File: src/design/uer_pkg.sv
// Shared types and constants for the ultrasonic echo ranger.
// Used by uer_ctrl, uer_dpath and the top level; depends on nothing.
`timescale 1ns / 1ps

package uer_pkg;

   // Configuration port geometry
   localparam int CSR_INDEX_BITS = 3;
   localparam int CSR_DATA_BITS  = 16;

   // Configuration register indexes
   localparam logic [CSR_INDEX_BITS-1:0] CSR_PERIODIC_ENABLE  = 3'd0;
   localparam logic [CSR_INDEX_BITS-1:0] CSR_PERIOD_TICKS     = 3'd1;
   localparam logic [CSR_INDEX_BITS-1:0] CSR_THRESHOLD_INCHES = 3'd2;
   localparam logic [CSR_INDEX_BITS-1:0] CSR_TICKS_PER_INCH   = 3'd3;
   localparam logic [CSR_INDEX_BITS-1:0] CSR_TIMEOUT_TICKS    = 3'd4;

   // Configuration reset values
   localparam logic [15:0] PERIOD_TICKS_RST     = 16'd65535;
   localparam logic [14:0] THRESHOLD_INCHES_RST = 15'd24;
   localparam logic [7:0]  TICKS_PER_INCH_RST   = 8'd74;
   localparam logic [15:0] TIMEOUT_TICKS_RST    = 16'd10000;

   // Field widths fixed by the interface
   localparam int DIST_BITS = 15;
   localparam int TRIG_BITS = 4;
   localparam int TPI_BITS  = 8;
   localparam logic [DIST_BITS-1:0] DIST_MAX = 15'd32767;

   // Controller to datapath commands
   typedef struct packed {
      logic step;       // item accepted this cycle
      logic div_step;   // one divider iteration
   } cmd_type;

   // Datapath to controller status
   typedef struct packed {
      logic need_div;   // accepted item ends with an echo fall
      logic div_last;   // current divider iteration is the final one
   } status_type;

endpackage

File: src/design/uer_ctrl.sv
// Handshake controller for the ultrasonic echo ranger.
// Sequences accept, serial divide and result hand-off; uses uer_pkg types.
`timescale 1ns / 1ps

module uer_ctrl (
   input  logic               clock,
   input  logic               reset,
   input  logic               req_valid,
   output logic               req_stall,
   output logic               rsp_valid,
   input  logic               rsp_stall,
   input  uer_pkg::status_type status,
   output uer_pkg::cmd_type   cmd
);

   typedef enum logic [1:0] {
      ST_IDLE,
      ST_DIV,
      ST_OUT
   } state_type;

   state_type state_ff;
   logic      req_stall_ff;
   logic      rsp_valid_ff;
   logic      accept;

   assign accept       = req_valid & ~req_stall_ff;
   assign cmd.step     = accept;
   assign cmd.div_step = (state_ff == ST_DIV);
   assign req_stall    = req_stall_ff;
   assign rsp_valid    = rsp_valid_ff;

   // State and registered handshake outputs
   always_ff @(posedge clock) begin
      if (reset) begin
         state_ff     <= ST_IDLE;
         req_stall_ff <= 1'b0;
         rsp_valid_ff <= 1'b0;
      end else begin
         case (state_ff)
            ST_IDLE: begin
               if (accept) begin
                  req_stall_ff <= 1'b1;
                  if (status.need_div) begin
                     state_ff <= ST_DIV;
                  end else begin
                     state_ff     <= ST_OUT;
                     rsp_valid_ff <= 1'b1;
                  end
               end
            end
            ST_DIV: begin
               if (status.div_last) begin
                  state_ff     <= ST_OUT;
                  rsp_valid_ff <= 1'b1;
               end
            end
            ST_OUT: begin
               if (!rsp_stall) begin
                  state_ff     <= ST_IDLE;
                  rsp_valid_ff <= 1'b0;
                  req_stall_ff <= 1'b0;
               end
            end
            default: begin
               state_ff     <= ST_IDLE;
               req_stall_ff <= 1'b0;
               rsp_valid_ff <= 1'b0;
            end
         endcase
      end
   end

endmodule

File: src/design/uer_dpath.sv
// Datapath of the ultrasonic echo ranger: config registers, tick counters,
// echo edge logic, serial restoring divider and result registers. Uses uer_pkg.
`timescale 1ns / 1ps

module uer_dpath #(
   parameter int TRIGGER_TICKS = 5,
   parameter int COUNT_BITS    = 16
) (
   input  logic                                 clock,
   input  logic                                 reset,
   input  uer_pkg::cmd_type                     cmd,
   output uer_pkg::status_type                  status,
   input  logic                                 csr_we,
   input  logic [uer_pkg::CSR_INDEX_BITS-1:0]   csr_index,
   input  logic [uer_pkg::CSR_DATA_BITS-1:0]    csr_wdata,
   input  logic                                 req_echo_level,
   input  logic                                 req_clear_flag,
   output logic                                 rsp_trigger_out,
   output logic                                 rsp_measure_done,
   output logic                                 rsp_timed_out,
   output logic [uer_pkg::DIST_BITS-1:0]        rsp_distance_inches,
   output logic                                 rsp_obstacle_flag,
   output logic                                 rsp_stop_motion
);

   localparam int CW   = COUNT_BITS;
   localparam int WW   = (CW > 16) ? CW : 16;             // compare width
   localparam int QW   = (CW > uer_pkg::DIST_BITS) ? CW : uer_pkg::DIST_BITS;
   localparam int DVW  = uer_pkg::TPI_BITS + 1;           // 2 * ticks_per_inch
   localparam int CNTW = (CW > 1) ? $clog2(CW) : 1;
   localparam int TB   = uer_pkg::TRIG_BITS;

   localparam logic [1:0] PH_IDLE = 2'd0;
   localparam logic [1:0] PH_TRIG = 2'd1;
   localparam logic [1:0] PH_RISE = 2'd2;
   localparam logic [1:0] PH_FALL = 2'd3;

   function automatic logic [CW-1:0] count_up(input logic [CW-1:0] v);
      return (&v) ? v : v + 1'b1;
   endfunction

   // Configuration registers
   logic        periodic_enable_ff;
   logic [15:0] period_ticks_ff;
   logic [14:0] threshold_inches_ff;
   logic [7:0]  ticks_per_inch_ff;
   logic [15:0] timeout_ticks_ff;

   always_ff @(posedge clock) begin
      if (reset) begin
         periodic_enable_ff  <= 1'b0;
         period_ticks_ff     <= uer_pkg::PERIOD_TICKS_RST;
         threshold_inches_ff <= uer_pkg::THRESHOLD_INCHES_RST;
         ticks_per_inch_ff   <= uer_pkg::TICKS_PER_INCH_RST;
         timeout_ticks_ff    <= uer_pkg::TIMEOUT_TICKS_RST;
      end else if (csr_we) begin
         case (csr_index)
            uer_pkg::CSR_PERIODIC_ENABLE:  periodic_enable_ff  <= csr_wdata[0];
            uer_pkg::CSR_PERIOD_TICKS:     period_ticks_ff     <= csr_wdata;
            uer_pkg::CSR_THRESHOLD_INCHES: threshold_inches_ff <= csr_wdata[14:0];
            uer_pkg::CSR_TICKS_PER_INCH:   ticks_per_inch_ff   <= csr_wdata[7:0];
            uer_pkg::CSR_TIMEOUT_TICKS:    timeout_ticks_ff    <= csr_wdata;
            default: ;
         endcase
      end
   end

   // Ranger state
   logic [1:0]    phase_ff, phase_in;
   logic [CW-1:0] period_count_ff, period_count_in;
   logic [TB-1:0] trigger_count_ff, trigger_count_in;
   logic [CW-1:0] timeout_count_ff, timeout_count_in;
   logic [CW-1:0] echo_width_ff, echo_width_in;
   logic          echo_prev_ff;
   logic          flag_store_ff, flag_store_in;
   logic [uer_pkg::DIST_BITS-1:0] last_distance_ff, last_distance_in;

   // Result registers
   logic trigger_ff, trigger_in;
   logic done_ff, done_in;
   logic tmo_ff, tmo_in;
   logic stop_ff, stop_in;

   // Divider registers
   logic [CW-1:0]   div_num_ff, div_num_in;
   logic [DVW-1:0]  div_rem_ff, div_rem_in;
   logic [CNTW-1:0] div_cnt_ff, div_cnt_in;

   // Per-tick step logic
   logic          rise, fall;
   logic [15:0]   period_eff;
   logic [CW-1:0] pc_up, to_up;
   logic [TB-1:0] tc_up;
   logic          step_done, step_tmo, step_trig, step_div;

   assign rise       = req_echo_level & ~echo_prev_ff;
   assign fall       = ~req_echo_level & echo_prev_ff;
   assign period_eff = (period_ticks_ff == 16'd0) ? 16'd1 : period_ticks_ff;
   assign pc_up      = count_up(period_count_ff);
   assign to_up      = count_up(timeout_count_ff);
   assign tc_up      = trigger_count_ff + 1'b1;

   always_comb begin
      phase_in         = phase_ff;
      period_count_in  = period_count_ff;
      trigger_count_in = trigger_count_ff;
      timeout_count_in = timeout_count_ff;
      echo_width_in    = echo_width_ff;
      step_done        = 1'b0;
      step_tmo         = 1'b0;
      step_trig        = 1'b0;
      step_div         = 1'b0;
      case (phase_ff)
         PH_IDLE: begin
            if (periodic_enable_ff) begin
               if (WW'(pc_up) >= WW'(period_eff)) begin
                  period_count_in  = '0;
                  trigger_count_in = '0;
                  phase_in         = PH_TRIG;
               end else begin
                  period_count_in = pc_up;
               end
            end else begin
               period_count_in = '0;
            end
         end
         PH_TRIG: begin
            step_trig = 1'b1;
            if (tc_up >= TB'(TRIGGER_TICKS)) begin
               trigger_count_in = '0;
               timeout_count_in = '0;
               echo_width_in    = '0;
               phase_in         = PH_RISE;
            end else begin
               trigger_count_in = tc_up;
            end
         end
         PH_RISE: begin
            if (rise) begin
               echo_width_in = '0;
               phase_in      = PH_FALL;
            end else begin
               timeout_count_in = to_up;
               if (WW'(to_up) >= WW'(timeout_ticks_ff)) begin
                  step_done = 1'b1;
                  step_tmo  = 1'b1;
               end
            end
         end
         default: begin
            echo_width_in = count_up(echo_width_ff);
            if (fall) begin
               step_done = 1'b1;
               step_div  = 1'b1;
            end else begin
               timeout_count_in = to_up;
               if (WW'(to_up) >= WW'(timeout_ticks_ff)) begin
                  step_done = 1'b1;
                  step_tmo  = 1'b1;
               end
            end
         end
      endcase
      // End of measurement returns to the period wait
      if (step_done) begin
         phase_in         = PH_IDLE;
         period_count_in  = '0;
         timeout_count_in = '0;
      end
   end

   // One restoring divide iteration
   logic [DVW-1:0] divisor;
   logic [DVW:0]   div_shift;
   logic           div_ge;
   logic [QW-1:0]  quot_ext;
   logic [uer_pkg::DIST_BITS-1:0] dist_sat;

   assign divisor   = {ticks_per_inch_ff, 1'b0};
   assign div_shift = {div_rem_ff, div_num_ff[CW-1]};
   assign div_ge    = div_shift >= {1'b0, divisor};
   assign quot_ext  = QW'({div_num_ff[CW-2:0], div_ge});

   always_comb begin
      if (ticks_per_inch_ff == '0 || quot_ext > QW'(uer_pkg::DIST_MAX)) begin
         dist_sat = uer_pkg::DIST_MAX;
      end else begin
         dist_sat = quot_ext[uer_pkg::DIST_BITS-1:0];
      end
   end

   assign status.need_div = step_div;
   assign status.div_last = (div_cnt_ff == CNTW'(CW - 1));

   // Next values for registers written on step or divide
   always_comb begin
      div_num_in       = div_num_ff;
      div_rem_in       = div_rem_ff;
      div_cnt_in       = div_cnt_ff;
      flag_store_in    = flag_store_ff;
      last_distance_in = last_distance_ff;
      trigger_in       = trigger_ff;
      done_in          = done_ff;
      tmo_in           = tmo_ff;
      stop_in          = stop_ff;
      if (cmd.step) begin
         // clear acts before any detection of this tick
         flag_store_in = req_clear_flag ? 1'b0 : flag_store_ff;
         trigger_in    = step_trig;
         done_in       = step_done;
         tmo_in        = step_tmo;
         stop_in       = 1'b0;
         div_num_in    = echo_width_in;
         div_rem_in    = '0;
         div_cnt_in    = '0;
      end else if (cmd.div_step) begin
         div_num_in = {div_num_ff[CW-2:0], div_ge};
         div_rem_in = div_ge ? DVW'(div_shift - {1'b0, divisor}) : DVW'(div_shift);
         div_cnt_in = div_cnt_ff + 1'b1;
         if (status.div_last) begin
            last_distance_in = dist_sat;
            if (dist_sat <= threshold_inches_ff) begin
               flag_store_in = 1'b1;
               stop_in       = 1'b1;
            end
         end
      end
   end

   // Control state
   always_ff @(posedge clock) begin
      if (reset) begin
         phase_ff         <= PH_IDLE;
         period_count_ff  <= '0;
         trigger_count_ff <= '0;
         timeout_count_ff <= '0;
         echo_width_ff    <= '0;
         echo_prev_ff     <= 1'b0;
         flag_store_ff    <= 1'b0;
         last_distance_ff <= '0;
         trigger_ff       <= 1'b0;
         done_ff          <= 1'b0;
         tmo_ff           <= 1'b0;
         stop_ff          <= 1'b0;
      end else begin
         if (cmd.step) begin
            phase_ff         <= phase_in;
            period_count_ff  <= period_count_in;
            trigger_count_ff <= trigger_count_in;
            timeout_count_ff <= timeout_count_in;
            echo_width_ff    <= echo_width_in;
            echo_prev_ff     <= req_echo_level;
         end
         flag_store_ff    <= flag_store_in;
         last_distance_ff <= last_distance_in;
         trigger_ff       <= trigger_in;
         done_ff          <= done_in;
         tmo_ff           <= tmo_in;
         stop_ff          <= stop_in;
      end
   end

   // Divider working registers
   always_ff @(posedge clock) begin
      div_num_ff <= div_num_in;
      div_rem_ff <= div_rem_in;
      div_cnt_ff <= div_cnt_in;
   end

   assign rsp_trigger_out     = trigger_ff;
   assign rsp_measure_done    = done_ff;
   assign rsp_timed_out       = tmo_ff;
   assign rsp_distance_inches = last_distance_ff;
   assign rsp_obstacle_flag   = flag_store_ff;
   assign rsp_stop_motion     = stop_ff;

endmodule

File: src/design/ultrasonic_echo_ranger.sv
// Ultrasonic echo ranger: one timer tick item in, one status item out.
// The result valid is registered and rises in the cycle after accept; a tick
// that sees the echo fall first runs the divider, one quotient bit per cycle.
// Requests stall from accept until the result is taken, so one item at a time.
// Synchronous active-high reset returns config, control and result registers to defaults, ranger idle.
`timescale 1ns / 1ps

module ultrasonic_echo_ranger #(
   parameter int TRIGGER_TICKS = 5,
   parameter int COUNT_BITS    = 16
) (
   input  logic                                clock,
   input  logic                                reset,
   input  logic                                req_valid,
   output logic                                req_stall,
   input  logic                                req_echo_level,
   input  logic                                req_clear_flag,
   output logic                                rsp_valid,
   input  logic                                rsp_stall,
   output logic                                rsp_trigger_out,
   output logic                                rsp_measure_done,
   output logic                                rsp_timed_out,
   output logic [uer_pkg::DIST_BITS-1:0]       rsp_distance_inches,
   output logic                                rsp_obstacle_flag,
   output logic                                rsp_stop_motion,
   input  logic                                csr_we,
   input  logic [uer_pkg::CSR_INDEX_BITS-1:0]  csr_index,
   input  logic [uer_pkg::CSR_DATA_BITS-1:0]   csr_wdata
);

   uer_pkg::cmd_type    cmd;
   uer_pkg::status_type status;

   // Sequencer
   uer_ctrl u_ctrl (
      .clock     (clock),
      .reset     (reset),
      .req_valid (req_valid),
      .req_stall (req_stall),
      .rsp_valid (rsp_valid),
      .rsp_stall (rsp_stall),
      .status    (status),
      .cmd       (cmd)
   );

   // Counters, divider and result registers
   uer_dpath #(
      .TRIGGER_TICKS (TRIGGER_TICKS),
      .COUNT_BITS    (COUNT_BITS)
   ) u_dpath (
      .clock               (clock),
      .reset               (reset),
      .cmd                 (cmd),
      .status              (status),
      .csr_we              (csr_we),
      .csr_index           (csr_index),
      .csr_wdata           (csr_wdata),
      .req_echo_level      (req_echo_level),
      .req_clear_flag      (req_clear_flag),
      .rsp_trigger_out     (rsp_trigger_out),
      .rsp_measure_done    (rsp_measure_done),
      .rsp_timed_out       (rsp_timed_out),
      .rsp_distance_inches (rsp_distance_inches),
      .rsp_obstacle_flag   (rsp_obstacle_flag),
      .rsp_stop_motion     (rsp_stop_motion)
   );

endmodule
File: config.mk
export PLATFORM = sky130hd
export DESIGN_NAME = ultrasonic_echo_ranger
export DESIGN_NICKNAME = d
export VERILOG_FILES = /design/src/design/uer_pkg.sv /design/src/design/uer_ctrl.sv /design/src/design/uer_dpath.sv /design/src/design/ultrasonic_echo_ranger.sv
export SDC_FILE = /design/constraint.sdc
export NUM_CORES = 1
export LEC_CHECK = 0
export ABC_AREA = 1
export ABC_CLOCK_PERIOD_IN_PS = 4700
export BUFFER_PORTS_ARGS = -buffer_cell sky130_fd_sc_hd__buf_2
export CAP_MARGIN = 5
export CORE_MARGIN = 3
export CORE_UTILIZATION = 50
export CTS_CLUSTER_SIZE = 20
export DETAILED_ROUTE_END_ITERATION = 10
export PLACE_DENSITY = 0.67
export SLEW_MARGIN = 20
export SYNTH_ARGS = -nofsm -noshare
export SYNTH_HDL_FRONTEND = slang
export SYNTH_SLANG_ARGS = --single-unit
File: constraint.sdc
create_clock -name clock -period 4.7 [get_ports clock]
set_input_delay 0.235 -clock clock [delete_from_list [all_inputs] [get_ports clock]]
set_output_delay 0.235 -clock clock [all_outputs]
set_load 0.02 [all_outputs]
### Yosys cells after proc, flatten, opt, wreduce, memory -nomap -nowiden

Index checks and enable logic that the tools add are counted.

* add/subtract/negate cells: 6
* order comparisons: 6
* eq/ne operators: 23
* mux-type cells: 56
* bitwise logic cells: 8
* reductions and logical operators: 33

Operators by type and width (number)
* 16-bit two-way mux: 16
* 16-bit case mux with 3 select lines: 2
* 16-bit by 1-bit adder with 16-bit output (second input constant): 3
* 16-bit AND reduction: 3
* 16-bit greater-or-equal comparator: 2
* 2-bit two-way mux: 9
* 1-bit two-way mux: 17
* 16-bit by 15-bit > comparator with 1-bit output (second input constant): 1
* 16-bit zero test: 1
* 15-bit less-or-equal comparator: 1
* 15-bit two-way mux: 1
* 4-bit two-way mux: 3
* 3-bit by 1-bit inequality test with 1-bit output (second input constant): 4
* 2-bit case mux with 3 select lines: 2
* 2-bit AND reduction: 6
* 3-bit AND reduction: 4
* 4-bit AND reduction: 3
* 10-bit by 9-bit greater-or-equal comparator with 1-bit output: 1
* 2-bit by 1-bit inequality test with 1-bit output (second input constant): 5
* 2-bit nonzero test: 5
* 9-bit two-way mux: 1
* 9-bit subtractor: 1
* 4-bit by 1-bit adder with 4-bit output (second input constant): 2
* 8-bit zero test: 1
* 23 further kinds: 38

* register bits after elaboration: 164
* bits of input ports: 26
* output and inout port bits: 22
* logic and storage cells: 155

### Longest topological paths before layout

Gate-level depths: netlist (run 1).

* depth after elaboration: 9
* depth in mapped cells: 26
* gate-level depth less buffers: 24

### Hierarchy

A second synthesis (run 1) with hierarchy kept.

* cell total of the unflattened synthesis: 1446
* area total of the unflattened synthesis: 10074.7 sq um

Modules (own cells, without submodules)
* uer_dpath: times used 1, cells an instance 1414, area each 9869.5 sq um, sequential area each 3363.2 sq um
* uer_ctrl: times used 1, cells an instance 32, area each 205.2 sq um, sequential area each 80.1 sq um

### Least setup slack after synthesis (run 1)

Ideal clock, no wire load.

* kind: reg-to-reg
* start: reg u_dpath.period_count_ff[0]
* end: reg u_dpath.period_count_ff[10]
* library setup time: 0.064 ns
* data arrival time: 2.859 ns
* data required time: 4.636 ns
* path slack: 1.778 ns
* stages on the path, launching flop included: 21
* buffers on the path: 1
* period minus slack after synthesis: 2.922 ns
* cells stage by stage: dfxtp_1 > ha_1 > nand2_1 > nor3_4 > nand3_4 > nor2_4 > nand3_4 > nand3_1 > xor2_1 > inv_1 > ha_1 > nand2_1 > inv_1 > nor3_1 > nand2_1 > nand2_1 > nand4_1 > nor2_4 > buf_2 > a21oi_1 > nor2_1

* cells in the longest elaborated chain, start to end: 7
* elaborated cells on any way between the ends: 8
* those cells by class: add/sub: 1; order compare: 1; mux: 5; reduce/logical: 1

RTL lines
* start, declared: RTL line uer_dpath.sv:70 `logic [CW-1:0] period_count_ff, period_count_in;`
* start signal, assigned: RTL line uer_dpath.sv:248 `period_count_ff <= period_count_in;`
* 16-bit by 1-bit adder with 16-bit output or 16-bit AND reduction (tied branches): RTL line uer_dpath.sv:39 `return (&v) ? v : v + 1'b1;`
* 16-bit two-way mux (*): RTL line uer_dpath.sv:39
* 16-bit greater-or-equal comparator: RTL line uer_dpath.sv:116 `if (WW'(pc_up) >= WW'(period_eff)) begin`
* 16-bit two-way mux (*): RTL line uer_dpath.sv:116
* 16-bit two-way mux (*): RTL line uer_dpath.sv:115 `if (periodic_enable_ff) begin`
* 16-bit two-way mux (*): RTL line uer_dpath.sv:113 `case (phase_ff)`
* 16-bit two-way mux (*): RTL line uer_dpath.sv:165 `if (step_done) begin`

Mark *: on every way between the ends. The rest lies on a longest branch, timed or not. The select of a mux whose other input is x is not followed.
A chain may end at the register's enable or synchronous reset.

### Final worst setup path (run 1)

* start: reg u_dpath.timeout_count_ff[0]
* end: reg u_dpath.period_count_ff[1]

* cells in the longest elaborated chain, start to end: 8
* elaborated cells on any way between the ends: 11
* those cells by class: add/sub: 1; order compare: 1; mux: 6; reduce/logical: 3

RTL lines
* start, declared: RTL line uer_dpath.sv:72 `logic [CW-1:0] timeout_count_ff, timeout_count_in;`
* start signal, assigned: RTL line uer_dpath.sv:250 `timeout_count_ff <= timeout_count_in;`
* 16-bit by 1-bit adder with 16-bit output or 16-bit AND reduction (tied branches): RTL line uer_dpath.sv:39
* 16-bit two-way mux (*): RTL line uer_dpath.sv:39
* 16-bit greater-or-equal comparator (*): RTL line uer_dpath.sv:144, uer_dpath.sv:157
* 1-bit two-way mux (*): RTL line uer_dpath.sv:144, uer_dpath.sv:157
* 1-bit two-way mux, on equally long branches: RTL line uer_dpath.sv:152, uer_dpath.sv:139
* 1-bit case mux with 2 select lines (*): RTL line uer_dpath.sv:113
* 2-bit nonzero test (no line)
* 2-bit AND reduction (no line)

Mark *: on every way between the ends. The rest lies on a longest branch, timed or not.

==> results of run 1 <==
[power by group through the flow]
stage / clock, mW / combinational [mW] / sequential (mW)
2_1_floorplan: 0 / 0.508 / 1.64
3_3_place_gp: 0 / 0.687 / 1.64
3_5_place_dp: 0 / 0.703 / 1.64
4_1_cts: 1.46 / 0.709 / 1.61
5_1_grt: 1.52 / 0.816 / 1.62
6_report: 1.44 / 0.708 / 1.61
[registers in the layout, indices dropped and copies added (netlist names)]
signal,cells
u_dpath.rsp_obstacle_flag,1
u_dpath.periodic_enable_ff,1
u_ctrl.rsp_valid,1
u_dpath.period_count_ff,16
u_dpath.period_ticks_ff,16
u_dpath.echo_width_ff,16
u_dpath.rsp_timed_out,1
u_dpath.rsp_trigger_out,1
u_dpath.ticks_per_inch_ff,8
u_ctrl.req_stall,1
u_dpath.rsp_measure_done,1
u_dpath.threshold_inches_ff,15
u_dpath.trigger_count_ff,4
u_dpath.div_rem_ff,9
u_dpath.phase_ff,2
u_dpath.div_cnt_ff,4
u_dpath.div_num_ff,16
u_dpath.timeout_ticks_ff,16
u_dpath.echo_prev_ff,1
u_dpath.rsp_stop_motion,1
u_ctrl.state_ff,2
u_dpath.timeout_count_ff,16
u_dpath.rsp_distance_inches,15
[stage by stage]
| step | utilization | hold WS (ns) | std cells | setup WS, ns |
|---|---|---|---|---|
| floorplan | - | 0.348 | 1288 | 1.78 |
| global placement | 0.534 | 0.443 | 1526 | 1.06 |
| detailed placement | 0.534 | 0.448 | 1526 | 0.857 |
| CTS | 0.567 | 0.0308 | 1557 | 0.814 |
| global route | 0.567 | 0.0268 | 1557 | 0.339 |
| finish | 0.567 | 0.0489 | 1557 | 0.767 |
[synthesized netlist by cell type, drive strengths merged (2+ instances only)]
master / number
buf: 15
nor4: 10
ha: 68
nor3: 16
o31ai: 3
nor2: 136
dfxtp: 148
xor2: 27
inv: 185
edfxtp: 16
o22ai: 13
a21oi: 90
nand2: 274
xnor2: 5
clkbuf: 27
a31oi: 15
nand3: 56
o21ai: 119
or2: 3
nand4: 15
clkinv: 3
o211ai: 27
a211oi: 3
o21bai: 3
a22o: 2
[how the worst max path moves through the flow]
stage                     cells past startpoint  slack (ns)                          end                        start
final                                        20        0.77   u_dpath.period_count_ff[1]  u_dpath.timeout_count_ff[0]
after global routing                         20        0.34  u_dpath.period_count_ff[10]  u_dpath.timeout_count_ff[0]
after CTS                                    20        0.81   u_dpath.period_count_ff[1]  u_dpath.timeout_count_ff[0]
after detailed placement                     20        0.86   u_dpath.period_count_ff[8]  u_dpath.timeout_count_ff[0]
after global placement                       20        1.06  u_dpath.period_count_ff[14]  u_dpath.timeout_count_ff[0]
after floorplan                              20        1.78  u_dpath.period_count_ff[10]   u_dpath.period_count_ff[0]
[cells by family after synthesis]
kind of cell	Yosys count
XOR/XNOR	32
buffers and inverters	230
AO/OA/AOI/OAI	280
flip-flops	164
multiplexers	1
AND/OR/NAND/NOR	512
adder cells (fa/ha/maj)	69
[metal layers]
metal | GRT usage | vias to the layer above | wire [um] | part of all wire
met1 | 0.314 | 3754 | 10900 | 0.47
li1 | - | 4297 | - | -
met4 | 0.0715 | 0 | 450 | 0.019
met3 | 0.0481 | 29 | 867 | 0.038
met5 | 0 | - | 0 | 0
met2 | 0.380 | 152 | 10900 | 0.47
[cell usage in the layout, fill, tap and decap left out, types with 3 or more instances in the layout]
cell type and count:
ha_1 68, nand2_1 268, a31oi_1 15, nand4_1 15
dfxtp_1 148, xnor2_1 5, o22ai_1 13, o31ai_1 3
o21ai_0 104, nand3_2 4, nor2_4 5, clkbuf_16 17
clkinv_4 4, buf_4 4, inv_1 178, o21bai_1 3
buf_2 47, nor2_1 129, nand3_1 50, clkinv_1 3
edfxtp_1 16, nand2_2 4, a211oi_1 3, bufinv_16 3
o21ai_1 15, a21oi_2 3, nor4_1 9, o211ai_1 27
a21oi_1 87, xor2_1 27, clkinv_2 3, nor3_1 14
inv_2 6
[layout make-up]
| type | instances | share of cell area |
|---|---|---|
| Inverter | 188 | 0.0689 |
| Tap cell | 229 | 0.0279 |
| Multi-Input combinational cell | 894 | 0.483 |
| Clock buffer | 20 | 0.0436 |
| Clock inverter | 11 | 0.0149 |
| Sequential cell | 164 | 0.336 |
| Timing Repair Buffer | 51 | 0.0259 |
[worst reg2reg max path, delay by kind of cell (launching register included)]
kind	cells	cell delay, ns
fa+ha+maj	2	0.51
simple gates	15	2.48
compound gates	2	0.27
buf+inv	1	0.12
flops	1	0.44
==> reports/results.env, run 1 <==
GRT_USE_TOTAL=0.233
POWER.INTERNAL_mW=2.62
PLACE_AREA_SQ_UM=9650
FINAL_PERIOD_MINUS_WORST_SETUP_SLACK_NS=3.93
DETAIL_ROUTE.DRC_VIOLATIONS=0
DIE_AREA_SQ_UM=20300
FINALCLOCKSKEW_NS=0.00723
AREA_OF_THE_PLACEABLE_CORE_SQ_UM=18100
SYNTH_FA_HA_AREA_FRAC=0.0937
P_SWITCHING_mW=1.14
WORST-ENDPOINT-REQUIRED_NS=5.01
AVGSYNTHCELLAREA_SQ_UM=7.22
TIMING_HOLD_VIOLATIONS_FINAL=0
WORSTHOLDPATHTYPE='in -> reg'
MAX-CAP-VIOLATIONS=0
SEQUENTIAL_CELL_AREA_SQ_UM=3440
CTSROOTBUFFERMASTER='clkbuf_16'
CP_SLOWEST_STAGE_DELAY_NS=0.79
POST_CTS.REPAIR.SETUP_BUFFERS=0
WORST_HOLD_STARTPOINT='csr_wdata[15]'
DETAIL_ROUTE.FIRST_PASS.ITERATIONS=5
ROUTE.ANTENNA.REMAINING_NETS=0
SWITCHING_SHARE=0.303
SYNTHTOLAYOUTAREAGROWTH_PCT=10.3
MAIN_COMBINATIONAL_CELL_FAMILY_BY_AREA_AFTER_SYNTHESIS='simple AND/OR/NAND/NOR gates'
FINAL-MAX-SLEW-VIOLATION-COUNT=0
GRT_PASS1_VIAS=7828
N_FILL_CELL=1722
TOP_CELL_FAMILY_BY_DELAY_ON_THE_CRITICAL_PATH='simple AND/OR/NAND/NOR gates'
REG2REG_TO='u_dpath.period_count_ff[1]'
POWER_PER_CELL_AREA_nW_PER_UM2=366
OUTCOME='finished clean'
POWER_FRAC_CLOCK=0.382
DIE_HEIGHT_UM=142
MIN_TO='u_dpath.period_ticks_ff[15]'
FLOORPLAN.ROWS=49
POSTSYNTHREGISTERBITS=164
CTS_MAX_PATH_BUFFERS=2
GRT_PASS1_WL_MM=38.3
N_ANTENNA_CELL=0
CTS.REPORTEDPATHS.CLKPINSLEW_NS=0.06
YOSYSUNIQUECELLTYPES=49
SYNTH-EDFF-COUNT=16
SLEW_HEADROOM=0.277
CLKLATENCYLATEPIN_NS=0.43
SEQUENTIALPOWERSHARE=0.429
ANTENNA_FOUND_INITIAL=0
H_TREE_DEPTH=4
SYNTHESIS.INSTANCES=1288
P_COMB_FRAC=0.189
FIN_SETUP_TNS_NS=0
SYNTHDOMINANTAREACELLTYPE='dfxtp_1'
EFFECTIVE_UTILIZATION_AT_FLOORPLAN=0.514
SYNTH-COMPOUND-AREA-SHARE=0.168
POSTLAYOUTCELLAREA_SQ_UM=10300
CRITPATHMAXFANOUT=31
CELL_TYPES_OCCUPYING_THE_MOST_AREA_AFTER_SYNTHESIS='dfxtp_1 32%, nand2_1 11%, ha_1 9.2%, inv_1 7.2%, o21ai_0 5.6%'
LAYOUT-DRIVE-GT1-SHARE=0.0866
CP_NUM_BUF_INV=1
YOSYS.AREA_SHARE.SIMPLE=0.239
LARGEST_NET_DEGREE_AT_THE_START_OF_GLOBAL_ROUTING=68
MULTIINPUTGATEAREA_SQ_UM=4950
FINAL_MIN_PERIOD_OVER_CLOCK_PERIOD=0.837
DIE_W_UM=142
PLACEMENT.IO_BUFFERS=47
CRITICAL_PATH_CLASS='reg -> reg'
CLOCK_SINK_COUNT=164
CTS_BUFFERS=17
POWER.STATIC_LEAKAGE_nW=4.66
ASYNCSETRESETFLOPFRACSYNTH=0
CRITPATHARRIVALTIME_NS=4.25
SETUP.WORST_PATH.END_CLASS='flop'
CELL_BREAKDOWN_OF_THE_CRITICAL_PATH='ha_1, nand3_2, nor2_4, nand3_2, nor2_4, inv_2, nand2_1, ha_1, a21oi_1, a21oi_1, nor2_1, nand2_2, nand2_1, nand2_1, nand2_1, nand2_1, nand2_1, nand2_1, nand2_1, nor2_1'
WL_MM=23.1
FIN_TOTAL_PWR_mW=3.76
WORSTHOLDPATHCELLS=3
GLOBAL_ROUTE.OVERFLOW_TOTAL=0
SYNTHESIS.YOSYS.WARNINGS=0
DPL.HPWL_MM=16.6
GRT_SETUP_UNREPAIRED='no'
SYNTHXORXNORAREAFRAC=0.0302
TIMING.FMAX_GHz=0.254
HOLDBUFCOUNTCTS=0
CELL_AREA_AFTER_SYNTHESIS_SQ_UM=9300
FINAL_NETS=1411
CPMOSTUSEDCELL='nand2_1'
SYNTH-MAIN-FF-CELL='dfxtp_1'
WORST_PIN_SLEW_NS=1.08
WORST_PATH_MAX_DELAY_CELL='nand2_1'
SETUP_VIOL=0
WORST_R2R_PATH_DEPTH=20
INITIALDRTVIOLATIONCOUNT=442
PER_CELL_VIA_COUNT_IN_THE_ROUTED_DESIGN=5.29
WL_PER_CELL_UM=14.8
GP_CONGESTION=0.883
TOP_LEVEL_PORT_COUNT=48
REG2REG_FROM='u_dpath.timeout_count_ff[0]'
CRITICAL_PATH.STARTPOINT_TYPE='flop'
MUXSHAREOFSYNTHAREA=0.00108
VDD_IR_DROP_MAX_uV=262
FRACTION_OF_THE_YOSYS_AREA_TAKEN_BY_SEQUENTIAL_CELLS=0.370
SYNTH_TOP_AREA_FRAC=0.319
VIAS=8232
SYNTH.NET_COUNT=1383
CTS-RESIZED-GATES=0
REGTOREGSETUPSLACK_NS=0.77
CTS_TREE='yes'
(Power assumes the default switching activity.)
==> run 2: changes to the inputs <==
--- a/config.mk
+++ b/config.mk
@@ -5,15 +5,15 @@
 export SDC_FILE = /design/constraint.sdc
 export NUM_CORES = 1
 export LEC_CHECK = 0
-export ABC_AREA = 1
-export ABC_CLOCK_PERIOD_IN_PS = 4700
+export ABC_AREA = 0
+export ABC_CLOCK_PERIOD_IN_PS = 3300
 export BUFFER_PORTS_ARGS = -buffer_cell sky130_fd_sc_hd__buf_2
 export CAP_MARGIN = 5
 export CORE_MARGIN = 3
 export CORE_UTILIZATION = 50
 export CTS_CLUSTER_SIZE = 20
 export DETAILED_ROUTE_END_ITERATION = 10
-export PLACE_DENSITY = 0.67
+export PLACE_DENSITY = 0.7
 export SLEW_MARGIN = 20
 export SYNTH_ARGS = -nofsm -noshare
 export SYNTH_HDL_FRONTEND = slang
==> constraint.sdc (replaced) <==
create_clock -name clock -period 3.3 [get_ports clock]
set_input_delay 0.165 -clock clock [delete_from_list [all_inputs] [get_ports clock]]
set_output_delay 0.165 -clock clock [all_outputs]
set_load 0.02 [all_outputs]
==> reports/results.env, run 2 <==
OUTCOME='finished, violations left'
FAILING_CHECKS='setup timing'
N_FILL_CELL=1417
FRACTION_OF_THE_YOSYS_AREA_TAKEN_BY_SEQUENTIAL_CELLS=0.372
GRT_SETUP_UNREPAIRED='yes'
DRT-MET1-WL_MM=12.1
GLOBAL_ROUTE.OVERFLOW_TOTAL=0
DETAIL_ROUTE.DRC_VIOLATIONS=0
PLACEMENT.IO_BUFFERS=47
CLOCK_SINK_COUNT=164
FINAL_MIN_PERIOD_OVER_CLOCK_PERIOD=1.17
YOSYSMOSTFREQUENTCELL='nand2_1'
LAYOUT-DRIVE-GT1-SHARE=0.253
FIN_SETUP_TNS_NS=-13.50
FINAL_NETS=1387
DP_CELLS=1481
MAX_USED_LAYER='met4'
POSTSYNTHREGISTERBITS=164
YOSYSUNIQUECELLTYPES=75
CTSROOTBUFFERMASTER='clkbuf_16'
CP_SLOWEST_STAGE_DELAY_NS=0.52
CRITPATHMAXFANOUT=7
DPL.HPWL_MM=17.9
CELL_AREA_AFTER_SYNTHESIS_SQ_UM=9260
CRITICAL_PATH.STARTPOINT_TYPE='flop'
ANTENNA_FOUND_INITIAL=0
SYNTH_COMMONEST_CELLS='171 x nand2_1, 148 x dfxtp_1, 91 x a21oi_1, 85 x nor2_1, 84 x inv_1'
CELL_BREAKDOWN_OF_THE_CRITICAL_PATH='nand4_4, or4_4, or4_4, nand2b_4, nor2_4, xnor2_2, ha_1, nand4_1, nor2_2, or4b_4, buf_4, a31oi_4, o21ai_4, or4_1, a21oi_1'
TIMING_HOLD_VIOLATIONS_FINAL=0
SYNTHDOMINANTAREACELLTYPE='dfxtp_1'
SYNTHTOLAYOUTAREAGROWTH_PCT=27.8
GRT_PASS1_VIAS=8299
CELL_TYPES_OCCUPYING_THE_MOST_AREA_AFTER_SYNTHESIS='dfxtp_1 32%, ha_1 9.2%, nand2_1 6.9%, edfxtp_1 5.2%, a21oi_1 4.9%'
H_TREE_DEPTH=4
CPMOSTUSEDCELL='or4_4'
SEQUENTIAL_CELL_AREA_SQ_UM=3460
CRITPATHARRIVALTIME_NS=4.21
VDD_IR_DROP_MAX_uV=359
ROUTE.MET2.WL_MM=12.3
GRT_USE_TOTAL=0.253
DIE_AREA_SQ_UM=20200
SLEW_HEADROOM=0.338
MOST_COMMON_CELL_AFTER_LAYOUT_FILL_AND_TAPS_ASIDE='nand2_1'
ROUTE.ANTENNA.REMAINING_NETS=0
WORST-ENDPOINT-REQUIRED_NS=3.66
PER_CELL_VIA_COUNT_IN_THE_ROUTED_DESIGN=5.80
INITIALDRTVIOLATIONCOUNT=735
SYNTH.NET_COUNT=1234
FINAL-INSTANCE-COUNT-EXCL-FILL=1534
CTS_TREE='yes'
CTS_MAX_PATH_BUFFERS=2
CRITICAL_PATH_CLASS='reg -> reg'
TIMING.FMAX_GHz=0.260
MAX-CAP-VIOLATIONS=0
MOST-COMMON-LAYOUT-CELLS='168 x nand2_1, 136 x dfxtp_1, 113 x buf_4, 83 x inv_1, 77 x nor2_1'
WL_MM=26.1
N_ANTENNA_CELL=0
FINAL-MAX-SLEW-VIOLATION-COUNT=0
WORST_PIN_SLEW_NS=0.993
GRT_PASS1_WL_MM=41.3
ASYNCSETRESETFLOPFRACSYNTH=0
LARGEST_NET_DEGREE_AT_THE_START_OF_GLOBAL_ROUTING=42
WORSTHOLDPATHTYPE='in -> reg'
SYNTH_TOP_AREA_FRAC=0.320
SETUP.WORST_PATH.END_CLASS='flop'
SYNTHESIS.YOSYS.WARNINGS=0
DETAIL_ROUTE.FIRST_PASS.ITERATIONS=5
CTS_BUFFERS=17
FINALCOREUTILIZATION=0.655
VIAS=8894
POWER.STATIC_LEAKAGE_nW=4.85
WL_MET3_MM=1.21
FINALCLOCKSKEW_NS=0.0123
SYNTH-EDFF-COUNT=16
POSTLAYOUTSETUPSLACKWORST_NS=-0.549
CTS.REPORTEDPATHS.CLKPINSLEW_NS=0.06
TOP_LEVEL_PORT_COUNT=48
GP_CONGESTION=0.871
EFFECTIVE_UTILIZATION_AT_FLOORPLAN=0.512
MULTIINPUTGATEAREA_SQ_UM=5830
SYNTH-MAIN-FF-CELL='dfxtp_1'
FINAL_PERIOD_MINUS_WORST_SETUP_SLACK_NS=3.85
DIE_HEIGHT_UM=142
CLKLATENCYLATEPIN_NS=0.44
SETUP_VIOL=39
PLACEMENT.SETUP.WORST_SLACK_NS=-0.587
AVGSYNTHCELLAREA_SQ_UM=8.13
FLOORPLAN.ROWS=49
AREA_OF_THE_PLACEABLE_CORE_SQ_UM=18100
DIE_W_UM=142
SYNTHESIS.INSTANCES=1139
WORST_PATH_MAX_DELAY_CELL='or4b_4'
POWER_PER_CELL_AREA_nW_PER_UM2=390
WL_PER_CELL_UM=17.0
[run 2: cell types whose count changed after synthesis, moves of 20 or more]
cell | before | now
inv_1 | 179 | 84
mux2i_1 | 1 | 22
nand2_1 | 268 | 171
and3_1 | 0 | 21
nor2_1 | 130 | 85
o21ai_0 | 104 | 45
nand2b_1 | 0 | 23
xor2_1 | 27 | 7
[run 2: cell families after synthesis]
family	synth area share
adders and majority gates	0.0940
xor gates and xnor gates	0.0255
muxes	0.0311
buffers and inverters	0.0590
AOI/OAI and AO/OA	0.181
and+or+nand+nor	0.238
DFF	0.372
[run 2: layout make-up]
class,instances,share of cell area
Sequential cell,164,0.292
Clock buffer,17,0.0359
Clock inverter,15,0.0111
Inverter,84,0.0266
Timing Repair Buffer,184,0.118
Multi-Input combinational cell,841,0.492
Tap cell,229,0.0242
[run 2: final timing paths]
kind,from,endpoint,slack [ns],cells past startpoint
max reg2reg,u_dpath.period_count_ff[6],u_dpath.trigger_count_ff[2],-0.55,15
min reg2reg,u_dpath.threshold_inches_ff[13],u_dpath.threshold_inches_ff[13],0.46,2
min,csr_wdata[11],u_dpath.timeout_ticks_ff[11],0.03,3
max,u_dpath.period_count_ff[6],u_dpath.trigger_count_ff[2],-0.55,15
[run 2: timing repair]
item / 4_1_cts / 5_1_grt
endpoints found under the setup margin: 38 / 42
pin swaps: 34 / 25
endpoints found under the hold margin: 4 / 0
gates cloned: 1 / 0
setup buffers: 12 / 10
hold buffers: 3 / 0
resized for setup: 63 / 51
[run 2: critical path, delay by kind of cell (launching register included)]
| family | cells | cell delay, ns |
|---|---|---|
| AO/OA/AOI/OAI | 3 | 0.39 |
| AND/OR/NAND/NOR | 9 | 2.42 |
| buffers and inverters | 1 | 0.17 |
| XOR/XNOR | 1 | 0.13 |
| adder cells (fa/ha/maj) | 1 | 0.31 |
| flip-flops | 1 | 0.37 |
[run 2: power breakdown]
part	internal, mW	switching, mW	total, mW
sequential	2.09	0.0505	2.15
combinational	0.213	0.349	0.562
clock	1.04	0.871	1.91
[run 2: metal layers]
layer  up-vias  global-route usage
met5         -                   0
met4         0              0.0874
met3        45              0.0386
met2       241               0.416
met1      4264               0.339
li1       4344                   -
[run 2: stage by stage]
| step | total power [mW] | hold slack [ns] | cell area, sq um |
|---|---|---|---|
| 4_1_cts | 4.63 | 0.00945 | 11600 |
| 3_5_place_dp | 2.71 | 0.418 | 10600 |
| 5_1_grt | 4.80 | 0.0250 | 11800 |
| 2_1_floorplan | 2.51 | 0.293 | 9390 |
| 6_report | 4.62 | 0.0252 | 11800 |
| 3_3_place_gp | 2.69 | 0.417 | 10600 |
